===== src/rtl/sfr_pkg.sv =====
// Shared constants, register indexes and the burst descriptor type of the find-and-replace unit.
`timescale 1ns / 1ps

package sfr_pkg;

   localparam int BYTE_W    = 8;
   localparam int MAX_PAT   = 8;                       // longest find or replace pattern
   localparam int PAT_W     = MAX_PAT * BYTE_W;        // width of a pattern register
   localparam int LEN_W     = $clog2(MAX_PAT);         // index of a byte inside a burst
   localparam int CNT_W     = $clog2(MAX_PAT + 1);     // holds 0..MAX_PAT
   localparam int COUNT_W   = 16;                      // replacement counter width
   localparam int CSR_IDX_W = 3;
   localparam int Q_DEPTH   = 2;
   localparam int Q_PTR_W   = $clog2(Q_DEPTH);
   localparam int Q_CNT_W   = $clog2(Q_DEPTH + 1);

   typedef enum logic [CSR_IDX_W-1:0] {
      REG_FIND_PATTERN    = 3'd0,
      REG_FIND_LENGTH     = 3'd1,
      REG_REPLACE_PATTERN = 3'd2,
      REG_REPLACE_LENGTH  = 3'd3,
      REG_MAX_REPLACE     = 3'd4,
      REG_UNLIMITED       = 3'd5
   } reg_index_type;

   // One burst of result bytes caused by a single input transaction.
   typedef struct packed {
      logic [MAX_PAT-1:0][BYTE_W-1:0] data;
      logic [LEN_W-1:0]               len_m1;   // number of bytes minus one
      logic                           empty;    // end marker without a byte
      logic                           last;     // burst closes the string
   } job_type;

   // Status of the queue seen by both its neighbors.
   typedef struct packed {
      logic full;
      logic empty;
   } q_status_type;

endpackage


===== src/rtl/substring_find_replace_unit.sv =====
// Top level of the streaming find-and-replace unit.
`timescale 1ns / 1ps

// Streaming find-and-replace: a string enters one byte per transaction with tlast on
// its final byte, and leaves with the leftmost non-overlapping occurrences of the find
// pattern (1 to 8 bytes) replaced by the replacement (0 to 8 bytes). Up to find
// length minus one bytes wait inside the unit until they can be decided, and they are
// flushed at string end. Result tuser is 1 when tdata carries a byte; a string whose
// output would be empty ends with one transaction that has tuser 0 and tlast 1. The
// unit takes one byte per cycle as long as each byte causes at most one result and the
// receiver is ready; the output serializer sends one result per cycle while the receiver
// is ready, and the two-entry burst queue stalls input once it is full. An accepted byte's
// first result passes through the burst queue and then the output register. Configuration
// writes are always ready and are to be made only while no result is outstanding;
// writing the find length discards the pending bytes.
module substring_find_replace_unit (
   input  logic                          clock,
   input  logic                          reset,
   // configuration write channel
   input  logic                          csr_valid,
   output logic                          csr_ready,
   input  logic [sfr_pkg::CSR_IDX_W-1:0] csr_index,
   input  logic [sfr_pkg::PAT_W-1:0]     csr_wdata,
   // input byte stream
   input  logic                          req_tvalid,
   output logic                          req_tready,
   input  logic [7:0]                    req_tdata,   // [7:0] char_byte
   input  logic                          req_tlast,   // string_end
   // result stream
   output logic                          rsp_tvalid,
   input  logic                          rsp_tready,
   output logic [7:0]                    rsp_tdata,   // [7:0] out_byte
   output logic                          rsp_tuser,   // [0] byte_valid
   output logic                          rsp_tlast    // out_end
);
   import sfr_pkg::*;

   job_type      push_job, head_job;
   q_status_type q_status;
   logic         q_push, q_pop;

   assign csr_ready = 1'b1;

   sfr_front u_front (
      .clock     (clock),
      .reset     (reset),
      .csr_valid (csr_valid),
      .csr_index (csr_index),
      .csr_wdata (csr_wdata),
      .in_valid  (req_tvalid),
      .in_byte   (req_tdata),
      .in_last   (req_tlast),
      .in_ready  (req_tready),
      .q_status  (q_status),
      .push      (q_push),
      .job       (push_job)
   );

   sfr_queue u_queue (
      .clock    (clock),
      .reset    (reset),
      .push     (q_push),
      .push_job (push_job),
      .pop      (q_pop),
      .head_job (head_job),
      .status   (q_status)
   );

   sfr_back u_back (
      .clock      (clock),
      .reset      (reset),
      .head_job   (head_job),
      .q_status   (q_status),
      .pop        (q_pop),
      .rsp_tvalid (rsp_tvalid),
      .rsp_tready (rsp_tready),
      .rsp_tdata  (rsp_tdata),
      .rsp_tuser  (rsp_tuser),
      .rsp_tlast  (rsp_tlast)
   );

`ifndef ASSERT_OFF
   // The queue is never written while full nor read while empty.
   a_no_overflow: assert property (@(posedge clock) disable iff (reset)
      !(q_push && q_status.full))
      else $error("burst queue written while full");

   a_no_underflow: assert property (@(posedge clock) disable iff (reset)
      !(q_pop && q_status.empty))
      else $error("burst queue read while empty");

   // A result without a byte only ever closes a string.
   a_empty_is_end: assert property (@(posedge clock) disable iff (reset)
      (rsp_tvalid && !rsp_tuser) |-> rsp_tlast)
      else $error("empty result transaction that does not end the string");

   // A burst that ends a string carries either bytes or the end marker, never both.
   a_empty_burst_single: assert property (@(posedge clock) disable iff (reset)
      (q_push && push_job.empty) |-> (push_job.last && (push_job.len_m1 == '0)))
      else $error("malformed empty burst");
`endif

endmodule


===== src/rtl/sfr_front.sv =====
// Front end: configuration registers, pending window, pattern match and burst classification.
`timescale 1ns / 1ps

module sfr_front (
   input  logic                                  clock,
   input  logic                                  reset,
   input  logic                                  csr_valid,
   input  logic [sfr_pkg::CSR_IDX_W-1:0]         csr_index,
   input  logic [sfr_pkg::PAT_W-1:0]             csr_wdata,
   input  logic                                  in_valid,
   input  logic [sfr_pkg::BYTE_W-1:0]            in_byte,
   input  logic                                  in_last,
   output logic                                  in_ready,
   input  sfr_pkg::q_status_type                 q_status,
   output logic                                  push,
   output sfr_pkg::job_type                      job
);
   import sfr_pkg::*;

   logic [PAT_W-1:0]   find_pat_ff;
   logic [3:0]         find_len_ff;
   logic [PAT_W-1:0]   repl_pat_ff;
   logic [3:0]         repl_len_ff;
   logic [COUNT_W-1:0] max_repl_ff;
   logic               unlimited_ff;

   logic [MAX_PAT-1:0][BYTE_W-1:0] win_ff, win_in, win_app;
   logic [CNT_W-1:0]   win_cnt_ff, win_cnt_in, win_cnt_app;
   logic [COUNT_W-1:0] repl_cnt_ff, repl_cnt_in;

   logic [CNT_W-1:0]   fl, rl, burst_len;
   logic [MAX_PAT-1:0] byte_ok;
   logic               accept, full_win, allowed, hit;

   assign in_ready = !q_status.full;
   assign accept   = in_valid && in_ready;

   always_comb begin
      // Lengths outside the supported range are clamped.
      fl = find_len_ff;
      if (find_len_ff == '0) begin
         fl = CNT_W'(1);
      end else if (find_len_ff > 4'(MAX_PAT)) begin
         fl = CNT_W'(MAX_PAT);
      end
      rl = (repl_len_ff > 4'(MAX_PAT)) ? CNT_W'(MAX_PAT) : repl_len_ff;

      // Window with the incoming byte appended after the pending ones.
      for (int i = 0; i < MAX_PAT; i++) begin
         win_app[i] = (win_cnt_ff == CNT_W'(i)) ? in_byte : win_ff[i];
      end
      win_cnt_app = (win_cnt_ff < CNT_W'(MAX_PAT)) ? win_cnt_ff + 1'b1 : win_cnt_ff;
      full_win    = (win_cnt_app >= fl);

      allowed = unlimited_ff ||
                ((repl_cnt_ff < max_repl_ff) && (repl_cnt_ff != '1));
      for (int i = 0; i < MAX_PAT; i++) begin
         byte_ok[i] = (CNT_W'(i) >= fl) || (win_app[i] == find_pat_ff[i*BYTE_W +: BYTE_W]);
      end
      hit = full_win && allowed && (&byte_ok);

      // A miss releases the oldest byte; at string end the whole window drains.
      win_in      = win_app;
      win_cnt_in  = win_cnt_app;
      repl_cnt_in = repl_cnt_ff;
      job.data    = win_app;
      burst_len   = '0;
      if (hit) begin
         job.data   = repl_pat_ff;
         burst_len  = rl;
         win_cnt_in = '0;
         if (repl_cnt_ff != '1) begin
            repl_cnt_in = repl_cnt_ff + 1'b1;
         end
      end else if (full_win) begin
         for (int i = 0; i < MAX_PAT - 1; i++) begin
            win_in[i] = win_app[i+1];
         end
         win_cnt_in = win_cnt_app - 1'b1;
         burst_len  = in_last ? win_cnt_app : CNT_W'(1);
      end else begin
         burst_len  = in_last ? win_cnt_app : '0;
      end
      if (in_last) begin
         win_cnt_in  = '0;
         repl_cnt_in = '0;
      end

      job.empty  = (burst_len == '0);
      job.last   = in_last;
      job.len_m1 = job.empty ? '0 : LEN_W'(burst_len - 1'b1);
      push       = accept && (!job.empty || in_last);
   end

   always_ff @(posedge clock) begin
      if (reset) begin
         find_pat_ff  <= '0;
         find_len_ff  <= 4'd1;
         repl_pat_ff  <= '0;
         repl_len_ff  <= '0;
         max_repl_ff  <= '0;
         unlimited_ff <= 1'b1;
         win_cnt_ff   <= '0;
         repl_cnt_ff  <= '0;
      end else begin
         // Writing the find length discards the pending bytes.
         if (csr_valid && (csr_index == REG_FIND_LENGTH)) begin
            win_cnt_ff <= '0;
         end else if (accept) begin
            win_cnt_ff <= win_cnt_in;
         end
         if (accept) begin
            repl_cnt_ff <= repl_cnt_in;
         end
         if (csr_valid) begin
            unique case (csr_index)
               REG_FIND_PATTERN:    find_pat_ff  <= csr_wdata;
               REG_FIND_LENGTH:     find_len_ff  <= csr_wdata[3:0];
               REG_REPLACE_PATTERN: repl_pat_ff  <= csr_wdata;
               REG_REPLACE_LENGTH:  repl_len_ff  <= csr_wdata[3:0];
               REG_MAX_REPLACE:     max_repl_ff  <= csr_wdata[COUNT_W-1:0];
               REG_UNLIMITED:       unlimited_ff <= csr_wdata[0];
               default: ;
            endcase
         end
      end
   end

   always_ff @(posedge clock) begin
      if (accept) begin
         win_ff <= win_in;
      end
   end

endmodule


===== src/rtl/sfr_queue.sv =====
// Two-entry queue of result bursts between the front end and the output serializer.
`timescale 1ns / 1ps

module sfr_queue (
   input  logic                  clock,
   input  logic                  reset,
   input  logic                  push,
   input  sfr_pkg::job_type      push_job,
   input  logic                  pop,
   output sfr_pkg::job_type      head_job,
   output sfr_pkg::q_status_type status
);
   import sfr_pkg::*;

   job_type              entry_ff [Q_DEPTH];
   logic [Q_PTR_W-1:0]   wr_ptr_ff, rd_ptr_ff;
   logic [Q_CNT_W-1:0]   count_ff, count_in;

   assign head_job     = entry_ff[rd_ptr_ff];
   assign status.full  = (count_ff == Q_CNT_W'(Q_DEPTH));
   assign status.empty = (count_ff == '0);

   always_comb begin
      count_in = count_ff;
      if (push && !pop) begin
         count_in = count_ff + 1'b1;
      end else if (pop && !push) begin
         count_in = count_ff - 1'b1;
      end
   end

   always_ff @(posedge clock) begin
      if (reset) begin
         wr_ptr_ff <= '0;
         rd_ptr_ff <= '0;
         count_ff  <= '0;
      end else begin
         count_ff <= count_in;
         if (push) begin
            wr_ptr_ff <= wr_ptr_ff + 1'b1;
         end
         if (pop) begin
            rd_ptr_ff <= rd_ptr_ff + 1'b1;
         end
      end
   end

   always_ff @(posedge clock) begin
      if (push) begin
         entry_ff[wr_ptr_ff] <= push_job;
      end
   end

endmodule


===== src/rtl/sfr_back.sv =====
// Back end: serializes each queued burst into result transactions through an output register.
`timescale 1ns / 1ps

module sfr_back (
   input  logic                          clock,
   input  logic                          reset,
   input  sfr_pkg::job_type              head_job,
   input  sfr_pkg::q_status_type         q_status,
   output logic                          pop,
   output logic                          rsp_tvalid,
   input  logic                          rsp_tready,
   output logic [sfr_pkg::BYTE_W-1:0]    rsp_tdata,
   output logic                          rsp_tuser,
   output logic                          rsp_tlast
);
   import sfr_pkg::*;

   logic [LEN_W-1:0]  idx_ff, idx_in;
   logic              valid_ff;
   logic [BYTE_W-1:0] data_ff;
   logic              user_ff, last_ff;
   logic              load, at_end;

   assign load   = (!valid_ff || rsp_tready) && !q_status.empty;
   assign at_end = (idx_ff == head_job.len_m1);
   assign pop    = load && at_end;
   assign idx_in = at_end ? '0 : idx_ff + 1'b1;

   assign rsp_tvalid = valid_ff;
   assign rsp_tdata  = data_ff;
   assign rsp_tuser  = user_ff;
   assign rsp_tlast  = last_ff;

   always_ff @(posedge clock) begin
      if (reset) begin
         valid_ff <= 1'b0;
         idx_ff   <= '0;
      end else if (load) begin
         valid_ff <= 1'b1;
         idx_ff   <= idx_in;
      end else if (rsp_tready) begin
         valid_ff <= 1'b0;
      end
   end

   always_ff @(posedge clock) begin
      if (load) begin
         data_ff <= head_job.empty ? '0 : head_job.data[idx_ff];
         user_ff <= !head_job.empty;
         last_ff <= head_job.last && at_end;
      end
   end

endmodule


===== config.mk =====
export PLATFORM = sky130hd
export DESIGN_NAME = substring_find_replace_unit
export DESIGN_NICKNAME = d
export VERILOG_FILES = /design/src/rtl/sfr_pkg.sv /design/src/rtl/substring_find_replace_unit.sv /design/src/rtl/sfr_front.sv /design/src/rtl/sfr_queue.sv /design/src/rtl/sfr_back.sv
export SDC_FILE = /design/constraint.sdc
export NUM_CORES = 1
export LEC_CHECK = 0
export BUFFER_PORTS_ARGS = -buffer_cell sky130_fd_sc_hd__buf_2
export CORE_UTILIZATION = 43
export DETAILED_ROUTE_END_ITERATION = 8
export PLACE_DENSITY = 0.6
export SLEW_MARGIN = 5
export SYNTH_ARGS = -nofsm -noshare
export SYNTH_HDL_FRONTEND = slang
export SYNTH_HIERARCHICAL = 1
export SYNTH_SLANG_ARGS = --single-unit

===== constraint.sdc =====
create_clock -name clock -period 12.95 [get_ports clock]
set_input_delay 0.6475 -clock clock [delete_from_list [all_inputs] [get_ports clock]]
set_output_delay 0.6475 -clock clock [all_outputs]
set_load 0.05 [all_outputs]

=== After elaboration in Yosys (flattened, before gate mapping) ===
Memory sizes are Yosys's and may differ from the RTL's. A register that Yosys moved wholly into a read port is not among the register bits.
Cells that the tools add are included.

* Equal/unequal tests: 23
* $add $sub $neg: 9
* Order comparisons: 14
* Mux-type cells: 37
* Reduce and logical (&&, ||, !) cells: 47

{| class="wikitable"
|+ Operators by type and width
! operator !! number
|-
| $mux W56 || 2
|-
| $mux W8 || 9
|-
| $eq A8 B8 Y1 || 8
|-
| $mux W64 || 1
|-
| $mux W16 || 3
|-
| $mux W4 || 11
|-
| $bmux W8 S3 || 1
|-
| $add A16 B1 Y16 const B || 1
|-
| $eq A4 B3 Y1 const B || 4
|-
| $ge A3 B4 Y1 const A || 4
|-
| $lt A16 B16 Y1 || 1
|-
| $ne A16 B16 Y1 const B || 1
|-
| $logic_not A4 Y1 || 3
|-
| $reduce_and A2 Y1 || 6
|-
| $logic_and A1 B1 Y1 || 11
|-
| $logic_or A1 B1 Y1 || 11
|-
| $eq A4 B2 Y1 const B || 2
|-
| $ge A1 B4 Y1 const A || 2
|-
| $ge A2 B4 Y1 const A || 2
|-
| $gt A4 B4 Y1 const B || 2
|-
| $reduce_and A8 Y1 || 1
|-
| $reduce_bool A2 Y1 || 4
|-
| $logic_not A1 Y1 || 7
|-
| $eq A3 B2 Y1 const B || 2
|-
| other kinds (22) || 31
|}

* Bits of input ports: 81
* Memories: 1
* Memory bits (writable): 138
* Bits in registers: 255
* Output and inout port bits: 13

{| class="wikitable"
|+ Memories
! name !! depth !! bits a word !! rd ports !! clocked after Yosys merged registers in !! wr ports !! line !! text
|-
| u_queue.entry_ff || 2 || 69 || 1 || 1 || 1 || sfr_queue.sv:15 || <nowiki>job_type entry_ff [Q_DEPTH];</nowiki>
|}

=== Logic depth before layout (Yosys ltp) ===
Gate-level depths: netlist of run 1.

* Depth in word-level cells: 16
* Gate-level depth with buffers: 22
* Depth with buffers taken out: 18

=== Modules after synthesis ===
Netlist of run 1, hierarchy kept.

{| class="wikitable"
|+ By module, submodules not included
! module !! cells an instance !! instances !! area an instance (um2)
|-
| sfr_front || 1565 || 1 || 12894.9
|-
| sfr_queue || 237 || 1 || 5226.3
|-
| sfr_back || 68 || 1 || 1033.5
|-
| substring_find_replace_unit || 2 || 1 || 11.3
|}

=== Least setup slack after synthesis of run 1 ===
Ideal clock, no wire load.

* Kind: register to register
* Start: reg u_front.win_cnt_ff[0]
* End: mem u_queue/entry_ff[0][0] (netlist name), enable pin
* Setup slack: 6.007 ns
* Setup time: 0.505 ns
* Data required time: 12.445 ns
* Stages on the path, launching flop included: 19
* Data arrival time: 6.438 ns
* Cells stage by stage: dfxtp_1 -> inv_1 -> ha_1 -> mux2i_1 -> inv_1 -> ha_1 -> a21o_1 -> a21o_1 -> a21o_1 -> nand4_1 -> a211oi_1 -> nand3_1 -> clkbuf_1 -> or2_1 -> buf_2 -> buf_2 -> o41ai_1 -> a21oi_1 -> nor2b_1

* Longest elaborated chain between the ends: 13
* Elaborated cells on any way between the ends: 49

{| class="wikitable"
|+ Ends and longest elaborated chain
! item !! line !! text
|-
| start, declared || sfr_front.sv:28 || <nowiki>logic [CNT_W-1:0] win_cnt_ff, win_cnt_in, win_cnt_app;</nowiki>
|-
| start signal, assigned || sfr_front.sv:110 || <nowiki>win_cnt_ff <= win_cnt_in;</nowiki>
|-
| parallel branches: the longest is 6 deep, another holds $add A4 B1 Y4 || - ||
|-
| $mux W4 * || sfr_front.sv:68 || <nowiki>if (hit) begin</nowiki>
|-
| $logic_not A4 Y1 * || sfr_front.sv:89 || <nowiki>job.empty = (burst_len == '0);</nowiki>
|-
| $logic_not A1 Y1 * || sfr_front.sv:92 || <nowiki>push = accept && (!job.empty || in_last);</nowiki>
|-
| $logic_or A1 B1 Y1 * || sfr_front.sv:92 ||
|-
| $logic_and A1 B1 Y1 * || sfr_front.sv:92 ||
|-
| net q_push || substring_find_replace_unit.sv:40 || <nowiki>logic q_push, q_pop;</nowiki>
|-
| $mux W1 * || sfr_queue.sv:49 || <nowiki>if (push) begin</nowiki>
|-
| $mux W1 (not written as such) * || sfr_queue.sv:50 || <nowiki>entry_ff[wr_ptr_ff] <= push_job;</nowiki>
|-
| end, declared || sfr_queue.sv:15 ||
|}

Mark *: on every way through the listed nets, which the timed path passes.

=== Final worst setup path of run 1 ===
* Start: reg u_front.win_cnt_ff[2]
* End: mem u_queue/entry_ff[0][40] (netlist name), enable pin

The elaborated chain is that of the path after synthesis.

==> summary.md, run 1 <==
| Metric | Value |
|---|---|
| Run status | `finished clean` |
| Layout cells sized above 1 | `0.1637` |
| Global-route usage over all layers | `0.2392` |
| Ys Warns | `6` |
| Initial antenna violation count | `7` |
| Arr. time, crit path | `around 6.6 ns` |
| Starting Density | `0.4401` |
| Clock Latency Late Sink | `~0.60 ns` |
| Worst endpoint required time | `13.18 ns` |
| Number of placed I/O pins | `94` |
| Worst stage delay on the critical path | `between 0.9 and 1 ns` |
| Vias | `14.42k` |
| Filler cells | `4,073` |
| Relative slew margins | `0.2869` |
| Pre-antenna DRT Iters | `6` |
| CTS tree | `done` |
| Ranking of synthesized cells by area | `edfxtp_1 33%, dfxtp_1 19%, nand2_1 6.5%` |
| Top cell type's share of synthesized area | `0.3322` |
| Total grt overflow | `0` |
| Clk buf depth | `3` |
| Worst Path Max Fanout | `67` |
| Root Driver | `clkbuf_16` |
| Tot Pwr | `~4 mW` |
| Core ar. | `approximately 0.044 mm^2` |
| Sequential area share after synthesis | `0.5223` |
| Hold Path Class | `primary input to register` |
| Max-slew violation count | `0` |
| Fmax | `0.1562 GHz` |
| Final hold vios | `0` |
| Syn avg cell area | `between 10 and 15 um^2` |
| Netlist cell types | `76` |
| Cts repair resizes | `0` |
| Post-synth EDFFs | `between 200 and 250` |
| Area leader, netlist | `edfxtp_1` |
| DRC viols | `0` |
| Syn_nets | `1,980` |
| Mean routed wirelength per cell | `~21 um` |
| Routed wire length | `between 50,000 and 60,000 um` |
| Number of buffers inserted by hold repair at cts | `0` |
| Post-route minimum period | `around 6.4 ns` |
| RSZ-0062 raised after global routing | `no` |
| Port Buffers | `just over 90` |
| Critical path buffers and inverters | `1` |
| H-tree levels | `2` |
| Num rows | `76` |
| Setup tns final | `0 ns` |
| Post-DP HPWL | `~37,000 um` |
| Placer Congestion | `between 0.9 and 1` |
| Final worst slack | `roughly 6.5 ns` |
| Hold WS | `about 0.31 ns` |
| Syn-to-layout area delta | `11.72%` |
| Tcrit/Tclk final | `0.4945` |
| Nets | `approximately 2.0k` |
| Number of max-cap violations | `0` |
| Top_reg_cell synth | `edfxtp_1` |
| Clock transition at path regs | `roughly 0.07 ns` |
| Lkg Pwr | `7.696 nW` |
| Peak supply drop | `~0.13 mV` |
| Post-Place Setup Slack | `about 6.6 ns` |
| Final ANT Viol Nets | `0` |
| First-pass GRT wire length | `slightly above 80,000 um` |
| Die Area | `0.04542 mm^2` |
| Cells along the critical path | `nand3b_1 > mux2i_1 > xnor2_1 > a221oi_1 > nand3_1 > o211ai_1 > nand3_1 > or2_4 > o41ai_1 > a21oi_1 > nor2b_4 > buf_4` |
| Startpoint Class | `register` |
| Die Wd | `213.1 um` |
| Async set or reset register ratio after synthesis | `0` |
| Vias in the first global route | `13.60k` |
| Final setup fails | `0` |
| Iteration-0 DRC Markers | `~1.4k` |
| Measured slew at the worst slew-check pin | `between 1 and 1.5 ns` |
| Crit end category | `register` |
| CP dominant cell by count | `nand3_1` |
| Via density | `5.717` |
| WS Path Type | `register to register` |
| #FFs+latches synth | `394` |
| Pin count of the biggest net entering global routing | `approximately 120` |
| Delay-heaviest family, CP | `simple AND/OR/NAND/NOR gates` |
| Die Span Y | `213.1 um` |
| Power density of the placed cells | `187.7 mW/mm^2` |
| Gate Count Post-Synth | `around 1.9k` |
| CP max-delay cell | `nor2b_4` |
| Post-CTS setup buffer count | `0` |
| Synth Cell Area | `around 0.019 mm^2` |
| Clk_skew | `0.02199 ns` |
| TritonCTS Buffers | `44` |
| Clk sinks | `between 300 and 400` |
## worst reg2reg max path: cells and delay by family, from the launching register on
family	cells	cell delay (ns)
AO/OA/AOI/OAI	4	0.98
XOR/XNOR	1	0.17
buffers and inverters	1	0.58
flip-flops	1	0.64
multiplexers	1	0.54
AND/OR/NAND/NOR	5	3.11
## metrics by stage
stage / utilization / instance area [um^2] / std cells
after global placement: 0.4587 / 19980 / 2440
after global routing: 0.4915 / 21410 / 2521
after CTS: 0.4915 / 21410 / 2521
after floorplan: - / 19170 / 1872
final: 0.4916 / 21410 / 2523
after detailed placement: 0.4587 / 19980 / 2440
## area by class of cell
class,instances,area (um^2),area share
Multi-Input combinational cell,1288,8391,0.3919
Antenna cell,2,5.005,0.0002337
Inverter,61,229.0,0.01069
Timing Repair Buffer,112,616.8,0.02881
Clock inverter,19,156.4,0.007304
Sequential cell,394,10010,0.4675
Tap cell,585,732.0,0.03418
Clock buffer,62,1271,0.05937
## layout by cell type (no fill, tap or decap), types with 17 or more instances in the layout
cell type,count
dfxtp_1,181
xnor2_1,33
a21oi_1,242
nor2_1,116
inv_1,59
nand2_1,332
mux2_2,67
o221a_2,32
xor2_1,17
nor2b_1,25
clkbuf_16,46
edfxtp_1,212
nor3_1,17
nand3b_1,42
mux2i_1,73
buf_2,91
nand3_1,30
buf_4,20
o22ai_1,24
ha_1,27
## worst paths after layout
path / startpoint / to / slack [ns] / cells past startpoint
hold reg to reg: u_front/repl_pat_ff[49] / u_front/repl_pat_ff[49] / 0.45 / 2
hold / removal: csr_wdata[41] / u_front/repl_pat_ff[41] / 0.31 / 3
setup reg to reg: u_front/win_cnt_ff[2] / u_queue/entry_ff[0][40] / 6.55 / 12
setup / recovery: u_front/win_cnt_ff[2] / u_queue/entry_ff[0][40] / 6.55 / 12
## logic make-up after synthesis
| logic type | Yosys count | synth area share |
|---|---|---|
| compound gates | 403 | 0.1357 |
| buf+inv | 190 | 0.04217 |
| fa+ha+maj | 27 | 0.01763 |
| other cells | 1 | 0.0001957 |
| mux | 170 | 0.1080 |
| simple gates | 637 | 0.1512 |
| flops | 394 | 0.5223 |
| xor+xnor | 50 | 0.02285 |
## routing by layer
| layer | track usage | vias to the layer above | share of wire |
|---|---|---|---|
| li1 | - | 6809 | - |
| met1 | 0.3393 | 7058 | 0.45 |
| met2 | 0.3756 | 473 | 0.46 |
| met3 | 0.04515 | 78 | 0.074 |
| met4 | 0.05780 | 6 | 0.018 |
| met5 | 0 | - | 0.00076 |
## Yosys cell counts (all sizes together), types with 4 or more instances
cell,count
a31oi,10
o41ai,4
nand3b,42
a211oi,7
and2,4
nor2b,26
nand2b,5
mux4,16
nand4,11
xor2,17
xnor2,33
nor3b,5
o221a,48
edfxtp,212
o22ai,24
ha,27
buf,40
clkbuf,89
nand2,332
or2,6
dfxtp,182
mux2,81
o211ai,11
mux2i,73
or4,8
or3,16
nor2,117
a21o,10
a22o,9
nor4,8
nand3,30
a21oi,242
inv,59
nor3,17
o21ai,9
a2111oi,7
## flip-flops by register name, indices dropped and copies added, names as in the netlist, 2 cells and up, named ones only
signal	count
u_back/idx_ff	3
u_back/rsp_tdata	8
u_front/find_len_ff	4
u_front/find_pat_ff	64
u_front/max_repl_ff	16
u_front/repl_cnt_ff	16
u_front/repl_len_ff	4
u_front/repl_pat_ff	64
u_front/win_cnt_ff	4
u_front/win_ff	64
u_queue/count_ff	2
u_queue/entry_ff	138
## power by group
| group | switching, mW | internal, mW | total [mW] |
|---|---|---|---|
| clock network | 0.530 | 0.711 | 1.24 |
| logic | 0.612 | 0.413 | 1.03 |
| registers | 0.117 | 1.64 | 1.75 |
| total | 1.26 | 2.76 | 4.02 |
(Power assumes the default switching activity.)
==> inputs of run 2 (changes only) <==
Clock period 12.95 ns to 6.35 ns, I/O delays scaled along.
==> run 2 against run 1 <==
Flip-flop and latch count unchanged. Worst hold slack got worse by 0.29 ns. Setup slack got worse by 5.5 ns. Largest power group unchanged.
==> summary.md, run 2 (synthesized netlist as in run 1, its figures left out) <==
| Metric | Value |
|---|---|
| P_int | `5.725 mW (+110%)` |
| NetSw | `2.570 mW (+100%)` |
| Fmax | `0.1873 GHz (+20%)` |
| Placed Cells | `2,445 (+0.20%)` |
| CP dominant cell by count | `a21o_1` |
| RSZ-0062 raised after global routing | `no` |
| Iteration-0 DRC Markers | `1,525 (+8.6%)` |
| Syn-to-layout area delta | `14.15%` |
| Final cell count without fillers | `2,565 (+1.7%)` |
| Tcrit/Tclk final | `0.8409 (+0.3464)` |
| Most common cell after layout, fill and taps aside | `nand2_1` |
| Delay-heaviest family, CP | `compound AO/OA/AOI/OAI gates` |
| Pin count of the biggest net entering global routing | `142 (+21%)` |
| Via density | `5.727 (+0.17%)` |
| Multi-input gate area | `0.008391 mm^2 (unchanged)` |
| Mean routed wirelength per cell | `21.38 um (-0.24%)` |
| Post-route minimum period | `5.339 ns (-1.064 ns)` |
| Post-CTS setup buffer count | `0 (unchanged)` |
| H-tree levels | `2 (unchanged)` |
| CP max-delay cell | `dfxtp_1` |
| Hold Path Class | `primary input to register` |
| CTS tree | `done` |
| Pre-antenna DRT Iters | `5 (-1)` |
| First-pass GRT wire length | `82,720 um (+0.89%)` |
| Hold WS | `0.02031 ns (-0.2860 ns)` |
| Num rows | `76 (unchanged)` |
| Vias | `14.69k (+1.8%)` |
| Most frequent cells in the layout | `332 x nand2_1, 242 x a21oi_1, 212 x edfxtp_1` |
| Storage cell area | `0.01001 mm^2 (unchanged)` |
| Clk pwr share | `0.311 (+0.002)` |
| Die Span Y | `213.1 um (unchanged)` |
| Arr. time, crit path | `5.53 ns (-1.10 ns)` |
| Number of placed I/O pins | `94 (unchanged)` |
| Core ar. | `0.04355 mm^2 (unchanged)` |
| DRC viols | `0 (unchanged)` |
| Filler cells | `4,055 (-0.44%)` |
| Vias in the first global route | `13.92k (+2.3%)` |
| Final ANT Viol Nets | `0 (unchanged)` |
| Worst Path Max Fanout | `69 (+3.0%)` |
| Switching Fraction | `0.3098 (-0.003511)` |
| Crit end category | `register` |
| Initial antenna violation count | `1 (-6)` |
| Worst stage delay on the critical path | `0.49 ns (-0.43 ns)` |
| Layout Utilization | `0.5023 (+0.01069)` |
| Measured slew at the worst slew-check pin | `0.9914 ns (-0.06437 ns)` |
| Number of flip-flops under the largest register name | `138 (unchanged)` |
| Top reg by flops | `u_queue/entry_ff` |
| Layout cells sized above 1 | `0.1627 (-0.001031)` |
| Power density of the placed cells | `379.1 mW/mm^2 (+100%)` |
| Clock Latency Late Sink | `0.58 ns (-0.02 ns)` |
| Gate power share | `0.254 (about the same)` |
| Die Area | `0.04542 mm^2 (unchanged)` |
| Clock transition at path regs | `0.06 ns (about the same)` |
| Total grt overflow | `0 (unchanged)` |
| Startpoint Class | `register` |
| Relative slew margins | `0.3391 (+0.05212)` |
| Flop pwr share | `0.435 (about the same)` |
| Number of max-cap violations | `0 (unchanged)` |
| Port Buffers | `92 (unchanged)` |
| Run status | `finished clean` |
| Clk sinks | `394 (unchanged)` |
| Global-route usage over all layers | `0.2425 (+0.003243)` |
| Final hold vios | `0 (unchanged)` |
| Post-DP HPWL | `36,840 um (+0.41%)` |
| Tot Pwr | `8.295 mW (+110%)` |
| Starting Density | `0.4401 (unchanged)` |
| Placer Congestion | `0.8514 (-9.9%)` |
| Routed wire length | `54,850 um (+1.4%)` |
| Clk buf depth | `3 (unchanged)` |
| Die Wd | `213.1 um (unchanged)` |
| Clk_skew | `0.01499 ns (-0.006999 ns)` |
| WS Path Type | `register to register` |
| Max-slew violation count | `0 (unchanged)` |
| Final setup fails | `0 (unchanged)` |
| Root Driver | `clkbuf_16` |
| Lkg Pwr | `7.903 nW (+2.7%)` |
| Critical path buffers and inverters | `3 (+2)` |
| Peak supply drop | `0.2553 mV (+92%)` |
| Setup tns final | `0 ns (unchanged)` |
| Nets | `2,052 (+2.1%)` |
| Worst endpoint required time | `6.54 ns (-6.64 ns)` |
| TritonCTS Buffers | `44 (unchanged)` |
| Cells along the critical path | `inv_1 > ha_1 > mux2i_1 > inv_1 > ha_1 > a21o_1 > a21o_1 > a21o_1 > nand4_1 > a211oi_1 > nand3_1 > or2_4 > o41ai_1 > a21oi_1 > and2_2 > buf_4` |
==> run 2: cell types whose count changed in the layout (fill, tap and decap cells not counted), sizes merged <==
cell	delta
clkinv	-2
buf	+5
inv	-2
diode	-1
bufinv	+1
clkinvlp	-1
dlygate4sd3	+38
clkbuf	+4
==> run 2: what timing repair did <==
action	in CTS	in global routing
setup endpoints to repair	0	0
hold endpoints to repair	71	0
gates resized for setup	0	0
hold buffers	38	0
==> run 2: layer usage <==
layer	vias to the layer above	GRT usage	wire length, um
met3	87	0.04515	3606
li1	6887	-	-
met5	-	0	0
met4	0	0.07045	1240
met2	511	0.3749	25060
met1	7204	0.3445	24940
==> run 2: layout make-up <==
class                      instances  area share
sequential                       394      0.4576
multi-input combinational       1288      0.3835
clock buffer                      66     0.06062
timing repair buffer             155     0.04787
tap                              585     0.03346
inverter                          61     0.01047
clock inverter                    15    0.006348
antenna                            1   0.0001144
==> run 2: final timing paths <==
path,startpoint,endpoint,slack (ns),cells after the start
setup / recovery,u_front/win_cnt_ff[0],u_queue/entry_ff[1][54],1.01,16
setup reg to reg,u_front/win_cnt_ff[0],u_queue/entry_ff[1][54],1.01,16
hold reg to reg,u_front/repl_pat_ff[63],u_front/repl_pat_ff[63],0.45,2
hold / removal,csr_wdata[56],u_front/repl_pat_ff[56],0.02,3
==> run 2: power groups by stage <==
| stage | clock, mW | sequential [mW] | combinational [mW] |
|---|---|---|---|
| 3_5_place_dp | 0 | 3.65 | 2.08 |
| 3_3_place_gp | 0 | 3.64 | 2.04 |
| 2_1_floorplan | 0 | 3.65 | 1.41 |
| 4_1_cts | 2.62 | 3.60 | 2.10 |
| 5_1_grt | 2.72 | 3.65 | 2.27 |
| 6_report | 2.58 | 3.61 | 2.11 |
==> run 2: through the flow <==
step                      worst slack, ns  area (um^2)
after floorplan                    0.7213        19170
after global placement              1.248        20030
after detailed placement            1.144        20030
after CTS                           1.115        21870
after global routing               0.6314        21870
final                               1.011        21880
==> run 2: worst register-to-register path: cells and delay by family, from the launching register on <==
kind / cells / cell delay [ns]
fa+ha+maj: 2 / 0.60
buf+inv: 3 / 0.59
simple gates: 4 / 1.32
flops: 1 / 0.49
compound gates: 6 / 1.51
mux: 1 / 0.35
==> inputs of run 3 (changes only) <==
Settings changed: PLACE_DENSITY 0.6 to 0.63.
Clock period 6.35 ns to 4.7 ns, I/O delays scaled along.
==> run 3 against run 2 <==
Sequential share of layout area down 1.4 points. First-iteration DRC count decreased by 2.8%. Wire length shrank 0.61%. Critical path type unchanged.
==> summary.md, run 3 (synthesized netlist as in run 1, its figures left out) <==
| Metric | Value |
|---|---|
| Clk sinks | `394 (unchanged)` |
| Hold Path Class | `primary input to register` |
| Nets | `2,131 (+3.8%)` |
| Clk buf depth | `3 (unchanged)` |
| Max-slew violation count | `0 (unchanged)` |
| Tcrit/Tclk final | `0.9494 (+0.1086)` |
| Layout Utilization | `0.5182 (+0.01586)` |
| Top reg by flops | `u_queue/entry_ff` |
| Power density of the placed cells | `495.8 mW/mm^2 (+31%)` |
| Die Area | `0.04542 mm^2 (unchanged)` |
| Post-Place Setup Slack | `0.2637 ns (-0.8799 ns)` |
| Via density | `5.654 (-1.3%)` |
| Port Buffers | `92 (unchanged)` |
| Starting Density | `0.4401 (unchanged)` |
| DRC viols | `0 (unchanged)` |
| Most common cell after layout, fill and taps aside | `nand2_1` |
| Peak supply drop | `0.3685 mV (+44%)` |
| CP max-delay cell | `o41ai_2` |
| Filler cells | `3,931 (-3.1%)` |
| Pin count of the biggest net entering global routing | `142 (unchanged)` |
| Number of flip-flops under the largest register name | `138 (unchanged)` |
| Global-route usage over all layers | `0.2416 (-0.0008998)` |
| Cells along the critical path | `inv_1 > ha_1 > nand3b_1 > buf_12 > mux2i_1 > o22ai_1 > nor4_1 > nand3_1 > o41ai_2 > nand3_1 > or2_4 > o41ai_1 > a21oi_1 > buf_4 > ha_1 > or3_1 > a21oi_1` |
| H-tree levels | `2 (unchanged)` |
| Mean routed wirelength per cell | `20.62 um (-3.6%)` |
| Clock transition at path regs | `0.06 ns (about the same)` |
| Number of placed I/O pins | `94 (unchanged)` |
| Hold WS | `0.05425 ns (+0.03394 ns)` |
| Relative slew margins | `0.2765 (-0.06256)` |
| Core ar. | `0.04355 mm^2 (unchanged)` |
| Pre-antenna DRT Iters | `5 (unchanged)` |
| Placer Congestion | `0.8786 (+3.2%)` |
| Run status | `finished clean` |
| Most frequent cells in the layout | `332 x nand2_1, 242 x a21oi_1, 212 x edfxtp_1` |
| WS Path Type | `register to register` |
| Initial antenna violation count | `1 (unchanged)` |
| TritonCTS Buffers | `44 (unchanged)` |
| Placed Cells | `2,497 (+2.1%)` |
| Post-DP HPWL | `37,720 um (+2.4%)` |
| Setup tns final | `0 ns (unchanged)` |
| Arr. time, crit path | `4.93 ns (-0.60 ns)` |
| Final cell count without fillers | `2,644 (+3.1%)` |
| Final hold vios | `0 (unchanged)` |
| Ant. Diodes | `0 (-1)` |
| Tot Pwr | `11.19 mW (+35%)` |
| Post-route minimum period | `4.462 ns (-0.8771 ns)` |
| Measured slew at the worst slew-check pin | `1.083 ns (+0.09155 ns)` |
| RSZ-0062 raised after global routing | `no` |
| Final ANT Viol Nets | `0 (unchanged)` |
| Clk_skew | `0.02412 ns (+0.009130 ns)` |
| CTS tree | `done` |
| Final worst slack | `0.2377 ns (-0.7729 ns)` |
| Final setup fails | `0 (unchanged)` |
| Vias | `14.95k (+1.8%)` |
| Cell Area, Placed | `0.02049 mm^2 (+2.3%)` |
| Routed wire length | `54,510 um (-0.61%)` |
| Lkg Pwr | `8.264 nW (+4.6%)` |
| Syn-to-layout area delta | `17.75%` |
| Worst Path Max Fanout | `21 (-70%)` |
| Die Wd | `213.1 um (unchanged)` |
| First-pass GRT wire length | `83,750 um (+1.2%)` |
| Root Driver | `clkbuf_16` |
| Final instance area | `0.02257 mm^2 (+3.2%)` |
| Crit end category | `register` |
| Startpoint Class | `register` |
| Iteration-0 DRC Markers | `1,482 (-2.8%)` |
| Worst endpoint required time | `5.17 ns (-1.37 ns)` |
| Die Span Y | `213.1 um (unchanged)` |
| Clock Latency Late Sink | `0.56 ns (-0.02 ns)` |
| Vias in the first global route | `14.41k (+3.5%)` |
| Worst stage delay on the critical path | `0.45 ns (-0.04 ns)` |
| Layout cells sized above 1 | `0.1860 (+0.02330)` |
| Total grt overflow | `0 (unchanged)` |
| Number of max-cap violations | `0 (unchanged)` |
| Fmax | `0.2241 GHz (+20%)` |
| Num rows | `76 (unchanged)` |
[run 3: changes by cell type in the layout (fill, tap and decap cells not counted), sizes merged]
cell and delta:
dlygate4sd3 +27, bufinv -1, clkinvlp -1, clkinv +2, inv +3, diode -1
clkbuf -2, buf +52
[run 3: critical path, delay by kind of cell (launching register included)]
kind | cells | cell delay [ns]
AND/OR/NAND/NOR | 6 | 1.45
AO/OA/AOI/OAI | 5 | 1.16
buffers and inverters | 3 | 0.45
flip-flops | 1 | 0.43
multiplexers | 1 | 0.33
adder cells (fa/ha/maj) | 2 | 0.55
[run 3: cell type report]
type	instances	area, um^2	area share
clock inverters	18	132.6	0.005877
multi-input cells	1288	8422	0.3732
flip-flops and latches	394	10010	0.4436
repair buffers	234	1770	0.07845
inverters	61	229.0	0.01015
clock buffers	64	1270	0.05627
well taps	585	732.0	0.03243
[run 3: timing repair]
item                       CTS  global route
buffers inserted             0             0
setup endpoints to repair    0            22
hold endpoints to repair   145             0
hold buffers                65             0
resized for setup            0             7
[run 3: final timing paths]
check	start	endpoint	slack (ns)	cells after the start
max	u_front/win_cnt_ff[1]	u_queue/count_ff[1]	0.24	17
min	csr_index[0]	u_front/unlimited_ff	0.05	3
max reg2reg	u_front/win_cnt_ff[1]	u_queue/count_ff[1]	0.24	17
min reg2reg	u_front/max_repl_ff[3]	u_front/max_repl_ff[3]	0.45	2
[run 3: layer usage]
layer / wire [um] / up-vias / share of wire / global-route usage
met5: 0 / - / 0 / 0
met4: 1178 / 0 / 0.022 / 0.06897
met3: 3674 / 80 / 0.067 / 0.03015
met2: 24850 / 533 / 0.46 / 0.3810
met1: 24810 / 7272 / 0.46 / 0.3471
li1: - / 7064 / - / -
[run 3: report_power, final]
part | switching (mW) | internal (mW)
Combinational | 1.72 | 1.30
Sequential | 0.346 | 4.50
Clock | 1.38 | 1.94
